[src/design/assert_macros.svh]
// Assertion helpers for the RTL files.
// Each macro expects clk and rst_n in scope.
`ifndef ASSERT_MACROS_SVH
`define ASSERT_MACROS_SVH

// Check a property on every clock, idle during reset.
`define BBA_ASSERT(lbl, prop, msg) \
  lbl: assert property (@(posedge clk) disable iff (!rst_n) prop) else $error(msg);

// Check that a condition never holds.
`define BBA_NEVER(lbl, cond, msg) \
  lbl: assert property (@(posedge clk) disable iff (!rst_n) !(cond)) else $error(msg);

`endif

[src/design/bba_ram.sv]
`timescale 1ns / 1ps
// ----------------------------------------------------------------------------
// bba_ram
// Single-port RAM, one access per cycle, registered read data.
// ----------------------------------------------------------------------------
module bba_ram #(
  parameter int W = 8,
  parameter int D = 256
) (
  input  logic                 clk,
  input  logic [$clog2(D)-1:0] addr,
  input  logic                 we,
  input  logic [W-1:0]         wdata,
  output logic [W-1:0]         rdata
);

  logic [W-1:0] mem [D];

  always_ff @(posedge clk) begin
    if (we) begin
      mem[addr] <= wdata;
    end
    rdata <= mem[addr];
  end

endmodule

[config.mk]
export PLATFORM = sky130hd
export DESIGN_NAME = bba_ram
export DESIGN_NICKNAME = d
export VERILOG_FILES = /design/src/design/assert_macros.svh /design/src/design/bba_ram.sv
export SDC_FILE = /design/constraint.sdc
export NUM_CORES = 2
export LEC_CHECK = 0
export CORE_ASPECT_RATIO = 1.75
export CORE_UTILIZATION = 35
export CTS_CLUSTER_SIZE = 28
export DETAILED_ROUTE_END_ITERATION = 7
export DONT_BUFFER_PORTS = 1
export GPL_TIMING_DRIVEN = 1
export SLEW_MARGIN = 10
export SYNTH_ARGS = -nofsm -noshare
export SYNTH_HDL_FRONTEND = slang
export SYNTH_SLANG_ARGS = --single-unit
[constraint.sdc]
create_clock -name clk -period 4.1 [get_ports clk]
set_input_delay 0.41 -clock clk [delete_from_list [all_inputs] [get_ports clk]]
set_output_delay 0.41 -clock clk [all_outputs]
set_load 0.01 [all_outputs]
* After elaboration in Yosys (flattened, before gate mapping) *
Memories as Yosys holds them, arrays and structs flattened. A register that Yosys moved wholly into a read port is not among the register bits.
Cells that the tools add are included.

storage, ports and cells
  bits in registers = 0
  bits in writable memories = 2,048
  input bits = 18
  output and inout port bits = 8
  logic and storage cells = 3
  memories kept = 1

cells by class
  mux-type cells = 2

memory list
  name  depth  bits a word  read ports  clocked after memory_dff  wr ports  line           source
  mem   256    8            1           1                         1         bba_ram.sv:17  logic [W-1:0] mem [D];

operator list
  cell    count
  $mux 1  2

* Logic depth before layout (Yosys ltp) *
  depth in word-level cells = 2
  gate-level depth with buffers = 10
  depth with buffers taken out = 5

* Worst setup path before layout *
Ideal clock, no wire load.

  kind = input-to-reg
  start = in addr[1]
  end = mem mem[111][0], enable pin
  library setup time = 0.370 ns
  arrival time = 2.259 ns
  required time = 3.730 ns
  slack = 1.471 ns
  stages on the path = 9
  buffers on the path = 5
  cell sequence = buf_2 clkbuf_1 clkbuf_1 nand2_1 buf_2 nor2_1 nand2_1 clkbuf_1 nor2_1

RTL lines
  what                line           source
  start: declaration  bba_ram.sv:11  input logic [$clog2(D)-1:0] addr,
  end: declaration    bba_ram.sv:17

Straight into the memory's write port.

==> out/qor.yml <==
outcome: "finished, violations left"
violations: "max-slew violations"
wl_per_cell_um: 28.7
setup_ws_ns: 0.868
die_area_mm2: 0.226
startpoint_type: "flop"
rr_startpoint: "mem[184][6]$_DFFE_PP_"
final_nets: 3760
core_region_area_mm2: 0.223
setup_violations: 0
routed_wl_mm: 194
grt_usage_pct: 17.0
drt-initial-drc-count: 3061
cts_buffers: 174
leakage_nw: 26.7
ys_ff_latch: 2056
cp_data_arrival_time_ns: 3.90
ir_drop_uv: 318
drv_slew: 54
synth_cell_types: 22
rsz0062_at_grt: "false"
post_cts_resized: 0
criticalPathCategory: "flop to flop"
cts.sinks: 2056
grt_pass1_wl_mm: 279
antenna_found_initial: 2
gr-total-overflow: 0
worst_slew_pin_slew_ns: 1.56
crit_required_ns: 4.77
finClkSkew_ns: 0.0339
maxCapViolations: 0
tritoncts: "done"
htree_num_levels: 4
yosys_warnings: 0
cts_root_buf: "clkbuf_16"
gp_congestion: 0.814
die_y_um: 628
final_common_cell: "edfxtp_1"
ant_nets: 0
final_core_util_pct: 39.9
clkTransAtPathRegs_ns: 0.07
via_per_inst: 5.38
r2r_end: "rdata[6]$_DFF_P_"
min_period_ns: 3.23
initial_core_util_pct: 35.3
clkLatencyLatePin_ns: 0.83
min-delay-start: "wdata[3]"
clockBufferDepth: 4
fmaxAchievable_mhz: 309
synthTopCellsByArea: "edfxtp_1 (78%), mux4_2 (15%), a22oi_1 (2.4%)"
die_x_um: 360
slew_headroom_pct: -3.88
hp-class: "primary input to flop"
areaGrowthSynthToFinish_pct: 13.2
drc_errors: 0
synth_top_area_cell: "edfxtp_1"
fin_crit_sh_pct: 78.8
dpl.hpwl_mm: 114
syn_inst: 3547
drt_first_pass_iters: 5
ioPinCount: 26
power_density_mw_per_mm2: 461
total_power_mw: 41.0
syn_avg_cell_area_um2: 22.1
dp_slack_ns: 0.101
io_buffers: 0
holdPathStages: 1
finalHoldWorstSlack_ns: 0.0283
reg2reg_depth: 6
hold_viol: 0
ff2ff_setup_slack_ns: 0.87
critPathMaxFanout: 1
grt_max_degree: 519
num_vias: 36400
std_cell_rows: 229
ys_seq_area_share_pct: 78.6
hold_end: "mem[161][3]$_DFFE_PP_"
syn_area_mm2: 0.0785
final_cell_mix: "edfxtp_1 (2048), mux4_2 (512), a22oi_1 (256)"
grt_pass1_vias: 38800
crit_path_end_kind: "flop"
yosysTopAreaCellShare_pct: 78.3
layout-drive-gt1-share_pct: 26.4
syn_nets: 3565
==> critical path, stage by stage (launching register included) <==
cell and delay, ns:
edfxtp_1 0.37, mux4_2 0.46, a22oi_1 0.54, a21oi_1 0.14, o41ai_1 1.16, buf_4 0.32, nand4_1 0.08
==> how the worst max path moves through the flow <==
| stage | startpoint | endpoint | slack (ns) | cells past startpoint |
|---|---|---|---|---|
| floorplan | addr[1] | mem[111][0]$_DFFE_PP_ | 1.47 | 9 |
| global placement | addr[0] | rdata[5]$_DFF_P_ | -0.31 | 5 |
| detailed placement | addr[0] | rdata[6]$_DFF_P_ | 0.10 | 6 |
| CTS | mem[184][6]$_DFFE_PP_ | rdata[6]$_DFF_P_ | 0.88 | 6 |
| global route | mem[184][6]$_DFFE_PP_ | rdata[6]$_DFF_P_ | 0.98 | 6 |
| finish | mem[184][6]$_DFFE_PP_ | rdata[6]$_DFF_P_ | 0.87 | 6 |
==> kinds of logic (layout without fill, tap and decap cells) <==
group / count (synthesis) / after routing / share of synthesized area [%]
flip-flops: 2056 / 2056 / 78.6
buffers and inverters: 233 / 560 / 1.40
multiplexers: 512 / 512 / 14.7
AND/OR/NAND/NOR: 330 / 330 / 1.73
AO/OA/AOI/OAI: 416 / 416 / 3.62
other: 0 / 1 / 0
==> repair_timing <==
action | in CTS | in global routing
setup buffers | 0 | 0
hold endpoints to repair | 1483 | 16
setup endpoints to repair | 0 | 0
hold buffers | 17 | 1
==> metrics by stage <==
step	instances	area (um^2)	TNS, ns
finish	6762	88800	0
global route	6762	88800	0
CTS	6758	88800	0
detailed placement	6433	83000	0
global placement	6427	82900	-0.306
floorplan	3547	78500	0
==> layout make-up <==
type / count / area [um^2]
multi-input cells: 1258 / 15800
clock buffers: 200 / 4490
well taps: 2887 / 3610
clock inverters: 108 / 885
flip-flops and latches: 2056 / 61700
diodes: 1 / 2.50
repair buffers: 251 / 2330
fillers: 19300 / 134000
inverters: 1 / 3.75
==> sequential cells by signal, summed over array words and instances, names as in the netlist <==
register  flops
mem        2048
rdata         8
==> power breakdown <==
group,switching [mW],internal (mW),leakage [nW],total [mW]
Clock,7.44,8.70,2.62,16.1
Combinational,0.958,0.677,5.63,1.64
Sequential,0.0470,23.2,18.5,23.2
Total,8.45,32.5,26.7,41.0
==> synth_stat cells <==
library cell	n
edfxtp_1	2048
mux4_2	512
a22oi_1	256
nor2_1	232
clkbuf_1	145
a21oi_1	128
buf_2	36
o41ai_1	32
nor3_1	30
nand2_1	28
buf_1	19
buf_4	16
buf_6	16
nand3_1	13
dfxtp_1	8
nand4_1	8
nor2b_1	7
nand2b_1	6
and2_1	3
or2_2	2
inv_1	1
or3_1	1
==> metal layers <==
layer | track usage [%] | routed length [um]
met1 | 18.0 | 65500
met2 | 32.9 | 110000
met3 | 2.40 | 9000
met4 | 7.51 | 8910
met5 | 0 | 13
(Power assumes the default switching activity.)
